[config.mk]
export PLATFORM = sky130hd
export DESIGN_NAME = wmbus_telegram_header_parser
export DESIGN_NICKNAME = d
export VERILOG_FILES = /design/src/hw/rtl/wmbus_thp_pkg.sv /design/src/hw/rtl/wmbus_thp_in_stage.sv /design/src/hw/rtl/wmbus_thp_core.sv /design/src/hw/rtl/wmbus_thp_out_reg.sv /design/src/hw/rtl/wmbus_telegram_header_parser.sv
export SDC_FILE = /design/constraint.sdc
export NUM_CORES = 1
export LEC_CHECK = 0
export BUFFER_PORTS_ARGS = -buffer_cell sky130_fd_sc_hd__buf_2
export CAP_MARGIN = 20
export CORE_ASPECT_RATIO = 1.5
export CORE_UTILIZATION = 45
export CTS_CLUSTER_DIAMETER = 60
export DETAILED_ROUTE_END_ITERATION = 12
export GPL_TIMING_DRIVEN = 1
export HOLD_SLACK_MARGIN = 0.02
export MAX_ROUTING_LAYER = met4
export PLACE_DENSITY = 0.66
export SYNTH_ARGS = -nofsm -noshare
export SYNTH_HDL_FRONTEND = slang
export SYNTH_SLANG_ARGS = --single-unit
[constraint.sdc]
create_clock -name i_clk -period 14.19 [get_ports i_clk]
set_input_delay 2.838 -clock i_clk [delete_from_list [all_inputs] [get_ports i_clk]]
set_output_delay 2.838 -clock i_clk [all_outputs]
set_load 0.01 [all_outputs]
[src/hw/rtl/wmbus_thp_pkg.sv]
`timescale 1ns / 1ps
// ----------------------------------------------------------------------------
// wmbus_thp_pkg
// Shared types and constants of the wireless M-Bus telegram header parser:
// parse phases, CI codes, header lengths, register indexes and beat formats.
// ----------------------------------------------------------------------------
package wmbus_thp_pkg;

    // Parse phase of the header chain.
    typedef enum logic [2:0] {
        PH_LINK,
        PH_ELL,
        PH_AFL_LEN,
        PH_AFL_SKIP,
        PH_TPL,
        PH_DONE
    } t_phase;

    // Configuration port.
    localparam int CFG_INDEX_W = 1;
    localparam int CFG_DATA_W  = 5;
    localparam logic [CFG_INDEX_W-1:0] CFG_CBC_WITH_IV    = 1'b0;
    localparam logic [CFG_INDEX_W-1:0] CFG_CBC_WITHOUT_IV = 1'b1;
    localparam logic [CFG_DATA_W-1:0]  CBC_WITH_IV_RESET    = 5'd5;
    localparam logic [CFG_DATA_W-1:0]  CBC_WITHOUT_IV_RESET = 5'd7;

    // CI codes.
    localparam logic [7:0] CI_ELL_I          = 8'h8C;
    localparam logic [7:0] CI_ELL_II         = 8'h8D;
    localparam logic [7:0] CI_ELL_III        = 8'h8E;
    localparam logic [7:0] CI_ELL_IV         = 8'h8F;
    localparam logic [7:0] CI_AFL            = 8'h90;
    localparam logic [7:0] CI_TPL_LONG       = 8'h72;
    localparam logic [7:0] CI_TPL_LONG_ALT   = 8'h73;
    localparam logic [7:0] CI_TPL_SHORT      = 8'h7A;
    localparam logic [7:0] CI_TPL_SHORT_ALT  = 8'h77;
    localparam logic [7:0] CI_MFCT_FIRST     = 8'hA0;
    localparam logic [7:0] CI_MFCT_LAST      = 8'hB7;

    // Header lengths in bytes after the CI.
    localparam logic [7:0] TPL_LONG_LEN  = 8'd12;
    localparam logic [7:0] TPL_SHORT_LEN = 8'd4;

    // Header flag masks.
    localparam logic [3:0] FLAG_ELL  = 4'b0001;
    localparam logic [3:0] FLAG_TPL  = 4'b0010;
    localparam logic [3:0] FLAG_LONG = 4'b0100;
    localparam logic [3:0] FLAG_MFCT = 4'b1000;

    // Input beat.
    typedef struct packed {
        logic [7:0] data_byte;
        logic       last_byte;
    } t_beat;

    // Result tdata, last field in the lowest bits.
    typedef struct packed {
        logic [2:0]  pad;
        logic [15:0] sizes;
        logic [8:0]  security;
        logic [15:0] tpl_cfg;
        logic [31:0] tpl_ver_type_acc_status;
        logic [15:0] tpl_manuf;
        logic [15:0] ell_control_access;
        logic [23:0] dll_version_type_ci;
        logic [31:0] dll_id;
        logic [15:0] link_manuf;
        logic [7:0]  c_field;
        logic [3:0]  flags;
    } t_out_data;

    typedef struct packed {
        logic      ok;
        t_out_data data;
    } t_result;

    // Length of an extended link header after its CI.
    function automatic logic [7:0] ell_length(input logic [7:0] ci);
        logic [7:0] len;
        case (ci)
            CI_ELL_I:   len = 8'd2;
            CI_ELL_II:  len = 8'd8;
            CI_ELL_III: len = 8'd10;
            default:    len = 8'd16;
        endcase
        return len;
    endfunction

endpackage

[src/hw/rtl/wmbus_thp_in_stage.sv]
`timescale 1ns / 1ps
// ----------------------------------------------------------------------------
// wmbus_thp_in_stage
// Input register: holds one frame byte until the parser takes it.
// ----------------------------------------------------------------------------
module wmbus_thp_in_stage (
    input  logic                 i_clk,
    input  logic                 i_rst_n,
    input  logic                 i_valid,
    output logic                 o_ready,
    input  wmbus_thp_pkg::t_beat i_beat,
    input  logic                 i_take,
    output logic                 o_valid,
    output wmbus_thp_pkg::t_beat o_beat
);
    import wmbus_thp_pkg::*;

    logic  r_valid;
    t_beat r_beat;

    // Free when empty or when the held beat leaves this cycle.
    assign o_ready = !r_valid || i_take;
    assign o_valid = r_valid;
    assign o_beat  = r_beat;

    always_ff @(posedge i_clk) begin
        if (!i_rst_n) begin
            r_valid <= 1'b0;
        end else if (o_ready) begin
            r_valid <= i_valid;
        end
    end

    always_ff @(posedge i_clk) begin
        if (i_valid && o_ready) begin
            r_beat <= i_beat;
        end
    end

endmodule

[src/hw/rtl/wmbus_thp_core.sv]
`timescale 1ns / 1ps
// ----------------------------------------------------------------------------
// wmbus_thp_core
// Header chain parser: per-frame state, CI decode and result formation.
// ----------------------------------------------------------------------------
module wmbus_thp_core #(
    parameter int MAX_FRAME_BYTES = 255
) (
    input  logic                                      i_clk,
    input  logic                                      i_rst_n,
    input  logic                                      i_cfg_we,
    input  logic [wmbus_thp_pkg::CFG_INDEX_W-1:0]     i_cfg_index,
    input  logic [wmbus_thp_pkg::CFG_DATA_W-1:0]      i_cfg_wdata,
    input  logic                                      i_beat_valid,
    input  wmbus_thp_pkg::t_beat                      i_beat,
    input  logic                                      i_out_free,
    output logic                                      o_take,
    output logic                                      o_load,
    output wmbus_thp_pkg::t_result                    o_result
);
    import wmbus_thp_pkg::*;

    localparam logic [7:0] MaxPos = 8'(MAX_FRAME_BYTES);

    // Configuration registers.
    logic [CFG_DATA_W-1:0] r_cbc_iv;
    logic [CFG_DATA_W-1:0] r_cbc_noiv;

    // Frame state.
    t_phase      r_phase,        n_phase;
    logic [7:0]  r_pos,          n_pos;
    logic [7:0]  r_skip,         n_skip;
    logic        r_overflow,     n_overflow;
    logic [7:0]  r_c_field,      n_c_field;
    logic [15:0] r_link_manuf,   n_link_manuf;
    logic [31:0] r_dll_id,       n_dll_id;
    logic [15:0] r_dll_ver_type, n_dll_ver_type;
    logic [7:0]  r_ci,           n_ci;
    logic [3:0]  r_flags,        n_flags;
    logic [15:0] r_ell,          n_ell;
    logic [15:0] r_tpl_manuf,    n_tpl_manuf;
    logic [31:0] r_tpl_vtas,     n_tpl_vtas;
    logic [15:0] r_tpl_cfg,      n_tpl_cfg;
    logic [7:0]  r_header_end,   n_header_end;

    // CI decode of the current byte.
    t_phase      ci_phase;
    logic [7:0]  ci_skip;
    logic [3:0]  ci_flags;
    logic        enter;
    logic [7:0]  b;
    logic [7:0]  ell_len;

    // Result helpers.
    logic [4:0]  mode;
    logic [3:0]  blocks;
    logic        ok;

    assign b       = i_beat.data_byte;
    assign ell_len = ell_length(r_ci);

    // A last beat waits for room in the output register.
    assign o_take = i_beat_valid && (!i_beat.last_byte || i_out_free);
    assign o_load = o_take && i_beat.last_byte;

    // Decode what the byte would start if it is read as a CI.
    always_comb begin
        ci_phase = PH_DONE;
        ci_skip  = 8'd0;
        ci_flags = 4'd0;
        if (b inside {CI_ELL_I, CI_ELL_II, CI_ELL_III, CI_ELL_IV}) begin
            ci_phase = PH_ELL;
            ci_skip  = ell_length(b);
            ci_flags = FLAG_ELL;
        end else if (b == CI_AFL) begin
            ci_phase = PH_AFL_LEN;
        end else if (b inside {CI_TPL_LONG, CI_TPL_LONG_ALT}) begin
            ci_phase = PH_TPL;
            ci_skip  = TPL_LONG_LEN;
            ci_flags = FLAG_TPL | FLAG_LONG;
        end else if (b inside {CI_TPL_SHORT, CI_TPL_SHORT_ALT}) begin
            ci_phase = PH_TPL;
            ci_skip  = TPL_SHORT_LEN;
            ci_flags = FLAG_TPL;
        end else if (b inside {[CI_MFCT_FIRST:CI_MFCT_LAST]}) begin
            ci_flags = FLAG_MFCT;
        end else begin
            // Unknown CI: transport without header, the rest is payload.
            ci_flags = FLAG_TPL;
        end
    end

    // Next state of the parser for the byte taken this cycle.
    always_comb begin
        n_phase        = r_phase;
        n_pos          = r_pos;
        n_skip         = r_skip;
        n_overflow     = r_overflow;
        n_c_field      = r_c_field;
        n_link_manuf   = r_link_manuf;
        n_dll_id       = r_dll_id;
        n_dll_ver_type = r_dll_ver_type;
        n_ci           = r_ci;
        n_flags        = r_flags;
        n_ell          = r_ell;
        n_tpl_manuf    = r_tpl_manuf;
        n_tpl_vtas     = r_tpl_vtas;
        n_tpl_cfg      = r_tpl_cfg;
        n_header_end   = r_header_end;
        enter          = 1'b0;
        if (o_take) begin
            if (r_pos >= MaxPos) begin
                n_overflow = 1'b1;
            end else begin
                n_pos = r_pos + 8'd1;
                case (r_phase)
                    PH_LINK: begin
                        // Byte 0 is the length field and is not used.
                        case (r_pos)
                            8'd1:    n_c_field            = b;
                            8'd2:    n_link_manuf[7:0]    = b;
                            8'd3:    n_link_manuf[15:8]   = b;
                            8'd4:    n_dll_id[7:0]        = b;
                            8'd5:    n_dll_id[15:8]       = b;
                            8'd6:    n_dll_id[23:16]      = b;
                            8'd7:    n_dll_id[31:24]      = b;
                            8'd8:    n_dll_ver_type[15:8] = b;
                            8'd9:    n_dll_ver_type[7:0]  = b;
                            8'd10:   enter                = 1'b1;
                            default: ;
                        endcase
                    end
                    PH_ELL: begin
                        if (r_skip == 8'd0) begin
                            enter = 1'b1;
                        end else begin
                            // Control byte first, then the access number.
                            if (r_skip == ell_len) begin
                                n_ell[15:8] = b;
                            end else if (r_skip == ell_len - 8'd1) begin
                                n_ell[7:0] = b;
                            end
                            n_skip = r_skip - 8'd1;
                        end
                    end
                    PH_AFL_LEN: begin
                        n_skip  = b;
                        n_phase = PH_AFL_SKIP;
                    end
                    PH_AFL_SKIP: begin
                        if (r_skip == 8'd0) begin
                            enter = 1'b1;
                        end else begin
                            n_skip = r_skip - 8'd1;
                        end
                    end
                    PH_TPL: begin
                        // The long header ends in these eight bytes, the short one in the last four,
                        // counted down by the remaining length.
                        case (r_skip)
                            8'd8:    n_tpl_manuf[7:0]   = b;
                            8'd7:    n_tpl_manuf[15:8]  = b;
                            8'd6:    n_tpl_vtas[31:24]  = b;
                            8'd5:    n_tpl_vtas[23:16]  = b;
                            8'd4:    n_tpl_vtas[15:8]   = b;
                            8'd3:    n_tpl_vtas[7:0]    = b;
                            8'd2:    n_tpl_cfg[7:0]     = b;
                            8'd1:    n_tpl_cfg[15:8]    = b;
                            default: ;
                        endcase
                        n_skip = r_skip - 8'd1;
                        if (r_skip == 8'd1) begin
                            n_phase      = PH_DONE;
                            n_header_end = r_pos + 8'd1;
                        end
                    end
                    default: ;
                endcase
                if (enter) begin
                    n_ci    = b;
                    n_flags = r_flags | ci_flags;
                    n_phase = ci_phase;
                    n_skip  = ci_skip;
                    if (ci_phase == PH_DONE) begin
                        n_header_end = r_pos + 8'd1;
                    end
                end
            end
        end
    end

    // Result of the frame as it stands after this byte.
    always_comb begin
        mode   = 5'd0;
        blocks = 4'd0;
        if (((n_flags & FLAG_TPL) != 4'd0) && ((n_flags & FLAG_MFCT) == 4'd0)) begin
            mode = n_tpl_cfg[12:8];
            if (mode == r_cbc_iv || mode == r_cbc_noiv) begin
                blocks = n_tpl_cfg[7:4];
            end
        end
        ok = !n_overflow && (n_phase == PH_DONE);
        o_result.ok                           = ok;
        o_result.data                         = '0;
        if (ok) begin
            o_result.data.flags                   = n_flags;
            o_result.data.c_field                 = n_c_field;
            o_result.data.link_manuf              = n_link_manuf;
            o_result.data.dll_id                  = n_dll_id;
            o_result.data.dll_version_type_ci     = {n_dll_ver_type, n_ci};
            o_result.data.ell_control_access      = n_ell;
            o_result.data.tpl_manuf               = n_tpl_manuf;
            o_result.data.tpl_ver_type_acc_status = n_tpl_vtas;
            o_result.data.tpl_cfg                 = n_tpl_cfg;
            o_result.data.security                = {mode, blocks};
            o_result.data.sizes                   = {n_header_end, n_pos - n_header_end};
        end
    end

    // Configuration writes.
    always_ff @(posedge i_clk) begin
        if (!i_rst_n) begin
            r_cbc_iv   <= CBC_WITH_IV_RESET;
            r_cbc_noiv <= CBC_WITHOUT_IV_RESET;
        end else if (i_cfg_we) begin
            case (i_cfg_index)
                CFG_CBC_WITH_IV:    r_cbc_iv   <= i_cfg_wdata;
                CFG_CBC_WITHOUT_IV: r_cbc_noiv <= i_cfg_wdata;
                default: ;
            endcase
        end
    end

    // Frame state; the last byte of a frame clears it for the next one.
    always_ff @(posedge i_clk) begin
        if (!i_rst_n || o_load) begin
            r_phase        <= PH_LINK;
            r_pos          <= 8'd0;
            r_skip         <= 8'd0;
            r_overflow     <= 1'b0;
            r_c_field      <= 8'd0;
            r_link_manuf   <= 16'd0;
            r_dll_id       <= 32'd0;
            r_dll_ver_type <= 16'd0;
            r_ci           <= 8'd0;
            r_flags        <= 4'd0;
            r_ell          <= 16'd0;
            r_tpl_manuf    <= 16'd0;
            r_tpl_vtas     <= 32'd0;
            r_tpl_cfg      <= 16'd0;
            r_header_end   <= 8'd0;
        end else begin
            r_phase        <= n_phase;
            r_pos          <= n_pos;
            r_skip         <= n_skip;
            r_overflow     <= n_overflow;
            r_c_field      <= n_c_field;
            r_link_manuf   <= n_link_manuf;
            r_dll_id       <= n_dll_id;
            r_dll_ver_type <= n_dll_ver_type;
            r_ci           <= n_ci;
            r_flags        <= n_flags;
            r_ell          <= n_ell;
            r_tpl_manuf    <= n_tpl_manuf;
            r_tpl_vtas     <= n_tpl_vtas;
            r_tpl_cfg      <= n_tpl_cfg;
            r_header_end   <= n_header_end;
        end
    end

`ifndef SYNTHESIS
    // The byte counter stops at the frame limit.
    a_pos_bound: assert property (@(posedge i_clk) disable iff (!i_rst_n)
        r_pos <= MaxPos)
        else $error("byte position beyond frame limit");

    // Overflow is only flagged once the counter has reached the limit.
    a_overflow_pos: assert property (@(posedge i_clk) disable iff (!i_rst_n)
        r_overflow |-> (r_pos == MaxPos))
        else $error("overflow flagged below frame limit");

    // A finished header chain always extends past the link header.
    a_header_end: assert property (@(posedge i_clk) disable iff (!i_rst_n)
        (r_phase == PH_DONE) |-> (r_header_end >= 8'd11))
        else $error("header end inside link header");

    // After the last byte the parser is back at the start of a frame.
    a_frame_clear: assert property (@(posedge i_clk) disable iff (!i_rst_n)
        o_load |=> (r_pos == 8'd0 && r_phase == PH_LINK && !r_overflow))
        else $error("frame state not cleared after last byte");

    // Transport header countdown stays within the long header length.
    a_tpl_skip: assert property (@(posedge i_clk) disable iff (!i_rst_n)
        (r_phase == PH_TPL) |-> (r_skip != 8'd0 && r_skip <= TPL_LONG_LEN))
        else $error("transport header countdown out of range");
`endif

endmodule

[src/hw/rtl/wmbus_thp_out_reg.sv]
`timescale 1ns / 1ps
// ----------------------------------------------------------------------------
// wmbus_thp_out_reg
// Result register: holds one parsed header result until it is taken.
// ----------------------------------------------------------------------------
module wmbus_thp_out_reg (
    input  logic                   i_clk,
    input  logic                   i_rst_n,
    input  logic                   i_load,
    input  wmbus_thp_pkg::t_result i_result,
    output logic                   o_free,
    output logic                   o_valid,
    input  logic                   i_ready,
    output wmbus_thp_pkg::t_result o_result
);
    import wmbus_thp_pkg::*;

    logic    r_valid;
    t_result r_result;

    // Room for a new result when empty or when the held one is taken now.
    assign o_free   = !r_valid || i_ready;
    assign o_valid  = r_valid;
    assign o_result = r_result;

    always_ff @(posedge i_clk) begin
        if (!i_rst_n) begin
            r_valid <= 1'b0;
        end else if (i_load) begin
            r_valid <= 1'b1;
        end else if (i_ready) begin
            r_valid <= 1'b0;
        end
    end

    always_ff @(posedge i_clk) begin
        if (i_load) begin
            r_result <= i_result;
        end
    end

endmodule

[src/hw/rtl/wmbus_telegram_header_parser.sv]
`timescale 1ns / 1ps
// ----------------------------------------------------------------------------
// wmbus_telegram_header_parser
// Wireless M-Bus telegram header parser: link, extended link, AFL and
// transport headers of a byte-streamed frame, one result per frame.
// ----------------------------------------------------------------------------
// The block takes one frame byte per clock cycle and keeps taking bytes
// while a finished result waits at the output. A byte is parsed from an
// input register; a frame's result is loaded into the output register
// with its last byte. Only a last byte can stall the input: it waits
// while the output register still holds an untaken result. Security mode
// registers are written through the configuration port; the user must do
// so only while no frame is in progress; the block does not enforce it.
module wmbus_telegram_header_parser #(
    parameter int MAX_FRAME_BYTES = 255
) (
    input  logic                                  i_clk,
    input  logic                                  i_rst_n,
    // Configuration
    input  logic                                  i_cfg_we,
    input  logic [wmbus_thp_pkg::CFG_INDEX_W-1:0] i_cfg_index,
    input  logic [wmbus_thp_pkg::CFG_DATA_W-1:0]  i_cfg_wdata,
    // Frame bytes
    input  logic                                  i_s_axis_tvalid,
    output logic                                  o_s_axis_tready,
    input  logic [7:0]                            i_s_axis_tdata,  // data_byte[7:0]
    input  logic                                  i_s_axis_tlast,  // last_byte
    // Header results
    output logic                                  o_m_axis_tvalid,
    input  logic                                  i_m_axis_tready,
    // flags[3:0], c_field[11:4], link_manuf[27:12], dll_id[59:28],
    // dll_version_type_ci[83:60], ell_control_access[99:84],
    // tpl_manuf[115:100], tpl_ver_type_acc_status[147:116],
    // tpl_cfg[163:148], security[172:164], sizes[188:173], zero[191:189]
    output logic [191:0]                          o_m_axis_tdata,
    output logic                                  o_m_axis_tuser   // ok
);
    import wmbus_thp_pkg::*;

    t_beat   s_in_beat;
    t_beat   s_held_beat;
    logic    s_held_valid;
    logic    s_take;
    logic    s_load;
    logic    s_out_free;
    t_result s_result;
    t_result s_out_result;

    assign s_in_beat.data_byte = i_s_axis_tdata;
    assign s_in_beat.last_byte = i_s_axis_tlast;

    // Input register.
    wmbus_thp_in_stage u_in_stage (
        .i_clk   (i_clk),
        .i_rst_n (i_rst_n),
        .i_valid (i_s_axis_tvalid),
        .o_ready (o_s_axis_tready),
        .i_beat  (s_in_beat),
        .i_take  (s_take),
        .o_valid (s_held_valid),
        .o_beat  (s_held_beat)
    );

    // Header chain parser.
    wmbus_thp_core #(
        .MAX_FRAME_BYTES (MAX_FRAME_BYTES)
    ) u_core (
        .i_clk        (i_clk),
        .i_rst_n      (i_rst_n),
        .i_cfg_we     (i_cfg_we),
        .i_cfg_index  (i_cfg_index),
        .i_cfg_wdata  (i_cfg_wdata),
        .i_beat_valid (s_held_valid),
        .i_beat       (s_held_beat),
        .i_out_free   (s_out_free),
        .o_take       (s_take),
        .o_load       (s_load),
        .o_result     (s_result)
    );

    // Result register.
    wmbus_thp_out_reg u_out_reg (
        .i_clk    (i_clk),
        .i_rst_n  (i_rst_n),
        .i_load   (s_load),
        .i_result (s_result),
        .o_free   (s_out_free),
        .o_valid  (o_m_axis_tvalid),
        .i_ready  (i_m_axis_tready),
        .o_result (s_out_result)
    );

    assign o_m_axis_tdata = s_out_result.data;
    assign o_m_axis_tuser = s_out_result.ok;

endmodule
[After elaboration in Yosys (flattened, before gate mapping)]
Index checks and enable logic that the tools add are counted.
Word-level totals
  output and inout port bits: 195
  bits of input ports: 20
  bits in registers: 403
  word-level logic and storage cells: 206
Cells by class
  muxes and demuxes: 91
  reduce and logical (&&, ||, !) cells: 30
  equality and inequality tests: 41
  order comparisons: 3
  add/sub/neg operators: 4
  bitwise operators: 3
Operators with widths (number)
  8-bit two-way mux: 39
  16-bit two-way mux: 16
  32-bit two-way mux: 6
  8-bit by 3-bit == test with 1-bit output, second input constant: 8
  8-bit == test, second input constant: 8
  8-bit by 2-bit == test with 1-bit output, second input constant: 4
  8-bit by 4-bit == test with 1-bit output, second input constant: 4
  8-bit by 7-bit == test with 1-bit output, second input constant: 4
  4-bit two-way mux: 8
  5-bit one-hot mux with 3 select lines: 2
  3-bit two-way mux: 8
  8-bit one-hot mux with 3 select lines: 1
  8-bit by 1-bit == test with 1-bit output, second input constant: 2
  8-bit greater-or-equal comparator, second input constant: 2
  5-bit == test: 2
  3-bit == test, second input constant: 3
  1-bit two-way mux: 9
  8-bit by 1-bit adder with 8-bit output, second input constant: 1
  8-bit by 5-bit == test with 1-bit output: 1
  8-bit == test: 1
  8-bit less-or-equal comparator, second input constant: 1
  8-bit logical NOT: 1
  4-bit nonzero test: 2
  8-bit by 1-bit subtractor with 8-bit output, second input constant: 1
  19 further kinds: 38

[Depth between registers and ports, before layout]
  depth after elaboration: 14
  depth in mapped cells: 18
  depth with buffers taken out: 18

[Modules after synthesis]
Synthesis repeated with hierarchy kept, for this count alone.
Second synthesis, totals
  cell total of the unflattened synthesis: 1337
  area, all modules: 15869.0 um^2
By module, submodules not included
  wmbus_thp_core: area an instance 9696.8 um^2, instances 1, cells an instance 1126, seq. area each 4043.9 um^2
  wmbus_thp_out_reg: area an instance 5844.4 um^2, instances 1, cells an instance 197, seq. area each 5815.6 um^2
  wmbus_thp_in_stage: area an instance 327.8 um^2, instances 1, cells an instance 14, seq. area each 290.3 um^2

[Worst setup path before layout]
Ideal clock, no wire load.
  path type: input-to-reg
  start: in i_m_axis_tready
  end: reg u_out_reg.r_result, in the netlist u_out_reg.o_result[0] (enable)
  library setup time: 0.542 ns
  path slack: 6.714 ns
  data arrival time: 6.934 ns
  path buffers: 0
  cell stages on the path: 4
  cell sequence: nand3b_1 and2_1 nand2_1 inv_1
On the way
  longest elaborated chain between the ends: 4
Ends and longest elaborated chain
  start, declared: line wmbus_telegram_header_parser.sv:30  | input logic i_m_axis_tready,
  1-bit logical OR: line wmbus_thp_out_reg.sv:22  | assign o_free = !r_valid || i_ready;
  1-bit logical OR: line wmbus_thp_core.sv:63  | assign o_take = i_beat_valid && (!i_beat.last_byte || i_out_free);
  1-bit logical AND: line wmbus_thp_core.sv:63
  1-bit logical AND: line wmbus_thp_core.sv:64  | assign o_load = o_take && i_beat.last_byte;
  net s_load: line wmbus_telegram_header_parser.sv:44  | logic s_load;
  end signal, assigned: line wmbus_thp_out_reg.sv:38  | r_result <= i_result;
  end, declared: line wmbus_thp_out_reg.sv:19  | t_result r_result;
The timed path passes the listed nets, and every way through them passes these cells.
A chain may end at the register's enable or synchronous reset.

[Final worst setup path]
  start: in i_m_axis_tready
  end: out o_s_axis_tready
On the way
  longest elaborated chain between the ends: 4
Ends and longest elaborated chain
  1-bit logical OR: line wmbus_thp_out_reg.sv:22
  1-bit logical OR: line wmbus_thp_core.sv:63
  1-bit logical AND: line wmbus_thp_core.sv:63
  1-bit logical OR: line wmbus_thp_in_stage.sv:22  | assign o_ready = !r_valid || i_take;
  end, declared: line wmbus_telegram_header_parser.sv:25  | output logic o_s_axis_tready,
Every way passes these cells.

==> results by group <==
Synth
  – Synthesized instance count: 1356
  – Post-synth top area cell: edfxtp_1
  – Post-synth EDFFs: 199
  – Syn Area/Cell: 11.5 µm²
  – Post-synth ARST share: 0%
  – Post-synth top area share: 38.2%
  – Top cells by area, synth: edfxtp_1, dfxtp_1, mux2i_1, nor2_1, ha_1
  – Synth Flop Type: dfxtp_1
  – Synthesized area: 0.0156 mm²
  – Seq cells post-synth: 403
  – Library cells used by synthesis: 68
  – Share of the yosys chip area belonging to registers: 64.4%
  – Synth warnings: 0

Timing
  – Worst-margin pin slew: 1.07 ns
  – Slew headroom: 29.0%
  – Setup Viol. Count Final: 0
  – Endpoints failing hold: 0
  – Post-route setup TNS: 0 ns
  – Min cycle time layout: 6.37 ns
  – Hold slack: 0.455 ns
  – RSZ-0062 raised after global routing: false
  – Fmax: 157 MHz
  – Final clock skew: 0.0182 ns
  – Fin crit share: 44.9%
  – Slew Viols, Final: 0

CTS
  – Clock sinks: 403
  – Worst-skew pair later-pin latency: 0.54 ns
  – CTS tree: built
  – H-tree Lvls: 2
  – CTS buffer count: 39
  – Post-CTS Hold Buffers: 0
  – CTS Root Buffer Type: clkbuf_16
  – CTS max path bufs: 3
  – Setup Buffers After CTS: 0
  – Resized cells post-CTS: 0
  – Clock slew at reported path FFs: 0.06 ns

Floorplanning
  – Core Area: 0.0342 mm²
  – Row cnt: 83
  – Die Span Y: 230 µm
  – Initial core utilization: 45.8%
  – Die width: 154 µm
  – Die area: 0.0355 mm²
  – IO Pins: 215

Place
  – Final HPWL DP: 22.7 mm
  – GP Congestion: 0.863
  – Placed Cells: 1923
  – Buffers on Ports: 211

Global route
  – Largest net degree at the start of global routing: 115
  – Gr ovfl total: 0
  – First-pass GRT wire length: 54.8 mm
  – Antenna violations before repair: 3
  – Vias in the first global route: 9937
  – Total GRT Usage: 20.7%

Cells and area
  – Share of cells above drive strength 1: 19.6%
  – Area grow syn2layout: 16.7%
  – Final Non-Filler Cells: 1998
  – Fillers: 2989
  – Nets: 1578

Setup path
  – Critical path endpoint category: output pin
  – R2r setup slk: 9.51 ns
  – CP Data Arrival Time: 3.53 ns
  – Critical path required time: 11.35 ns
  – CP Launch Type: input pin
  – Setup CP Type: input pin to output pin
  – CP max FO: 3

Detailed routing
  – DRT antenna net count: 0
  – Drc violations: 0
  – Routed wire length: 35.7 mm
  – Overall via count from detail_route: 10400
  – Average wire per standard cell: 17.9 µm
  – DRT iter0 DRCs: 410
  – Drt first pass iters: 5
  – Vias/cell: 5.18

Power and ir drop
  – Worst VDD drop: 87.3 µV
  – Total power: 2.33 mW
  – P per Cell Area: 128 mW/mm²
  – Leakage: 7.28 nW

Flow run
  – Max-cap violations: 0

Outcome
  – Status: finished clean

Min path
  – Worst Hold Class: register to register
## layout by cell type, fill, tap and decap left out, types with 3 or more instances in the layout
| cell | instances |
|---|---|
| a211oi_1 | 8 |
| a21boi_0 | 6 |
| a21oi_1 | 29 |
| a22oi_1 | 3 |
| a31oi_1 | 3 |
| and2_1 | 5 |
| and3_1 | 10 |
| and4_1 | 4 |
| buf_2 | 211 |
| buf_4 | 13 |
| clkbuf_1 | 10 |
| clkbuf_16 | 40 |
| clkbuf_8 | 3 |
| clkinv_2 | 8 |
| clkinv_4 | 3 |
| conb_1 | 3 |
| dfxtp_1 | 204 |
| diode_2 | 3 |
| edfxtp_1 | 199 |
| ha_1 | 16 |
| inv_1 | 17 |
| mux2i_1 | 162 |
| nand2_1 | 49 |
| nand2b_1 | 6 |
| nand3_1 | 19 |
| nand3b_1 | 3 |
| nand4_1 | 10 |
| nor2_1 | 392 |
| nor2b_1 | 14 |
| nor3_1 | 11 |
| nor4b_1 | 4 |
| o211ai_1 | 3 |
| o21a_1 | 3 |
| o21ai_0 | 16 |
| o31ai_1 | 3 |
| or2_2 | 3 |
| xnor2_1 | 16 |
| xor2_1 | 12 |
## cell families (layout without fill, tap and decap cells)
kind of cell	Yosys count	after routing	synth area share (%)
DFF	403	403	64.4
adders and majority gates	17	17	1.41
xor gates and xnor gates	28	28	1.57
muxes	164	164	10.5
buffers and inverters	101	313	2.84
and+or+nand+nor	553	553	15.5
other	1	6	0.0240
AOI/OAI and AO/OA	89	89	3.74
## cells in the mapped netlist, drive strengths merged, types with 3 or more instances
cell	n
a22oi	4
nor4	4
o31ai	3
nor4b	5
a31oi	3
and2	6
a211oi	9
nand3	19
edfxtp	199
and4	4
xnor2	16
or4	3
nand2	50
mux2i	162
nand2b	6
ha	16
nand3b	3
or2	3
o211ai	3
nor2	393
clkbuf	51
nor2b	14
a21oi	31
a21boi	7
nor3b	3
and3	10
xor2	12
dfxtp	204
nor3	12
o21ai	17
inv	18
nand4	10
o21a	3
buf	32
## worst max-delay path: stages
cell and delay [ns]:
buf_2 0.10, nand2b_1 0.14, or2_2 0.31, buf_2 0.15
## sequential cells by signal (all words and copies together) (netlist names), 3 cells and up
register and flops:
u_core.r_c_field 8, u_core.r_cbc_iv 5, u_core.r_cbc_noiv 5, u_core.r_ci 8, u_core.r_dll_id 32, u_core.r_dll_ver_type 16
u_core.r_ell 16, u_core.r_flags 4, u_core.r_header_end 8, u_core.r_link_manuf 16, u_core.r_phase 3, u_core.r_pos 8
u_core.r_skip 8, u_core.r_tpl_cfg 16, u_core.r_tpl_manuf 16, u_core.r_tpl_vtas 32, u_in_stage.o_beat 9, u_out_reg.o_result 190
## per-stage QoR
stage	cell area, µm²	util, %	setup slack (ns)
after floorplan	15600	-	6.71
final	18200	53.4	7.82
after detailed placement	17000	49.7	7.83
after global routing	18200	53.4	7.79
after global placement	17000	49.7	7.82
after CTS	18200	53.3	7.82
## report_power, final
part	switching (mW)	internal [mW]	total [mW]
sequential	0.0114	1.23	1.25
clock	0.435	0.574	1.01
combinational	0.0553	0.0227	0.0780
total	0.502	1.83	2.33
## path summary, 6_finish.rpt
check	startpoint	end	depth (start not counted)
worst max register to register	u_in_stage.o_beat[2]	u_out_reg.o_result[180]	13
worst min register to register	u_core.r_flags[2]	u_core.r_flags[2]	2
worst min-delay path	u_core.r_flags[2]	u_core.r_flags[2]	2
worst max-delay path	i_m_axis_tready	o_s_axis_tready	4
## routing by layer
layer / up-vias / track usage [%] / part of all wire [%]
li1: 5009 / - / -
met1: 4995 / 25.0 / 42
met2: 272 / 34.9 / 50
met3: 74 / 3.17 / 4.5
met4: 0 / 7.78 / 3.1
met5: - / - / 0
## layout make-up
cell class                      instances  area [µm²]  share of cell area (%)
Clock buffer                           53        1080                    5.92
Inverter                               18        75.1                   0.411
Antenna cell                            3        7.51                  0.0411
Timing Repair Buffer                  225        1180                    6.47
Multi-Input combinational cell        854        5160                    28.3
Clock inverter                         17         154                   0.843
Tap cell                              425         532                    2.91
Sequential cell                       403       10100                    55.1
Note: power is estimated with default switching activity, not from simulation.
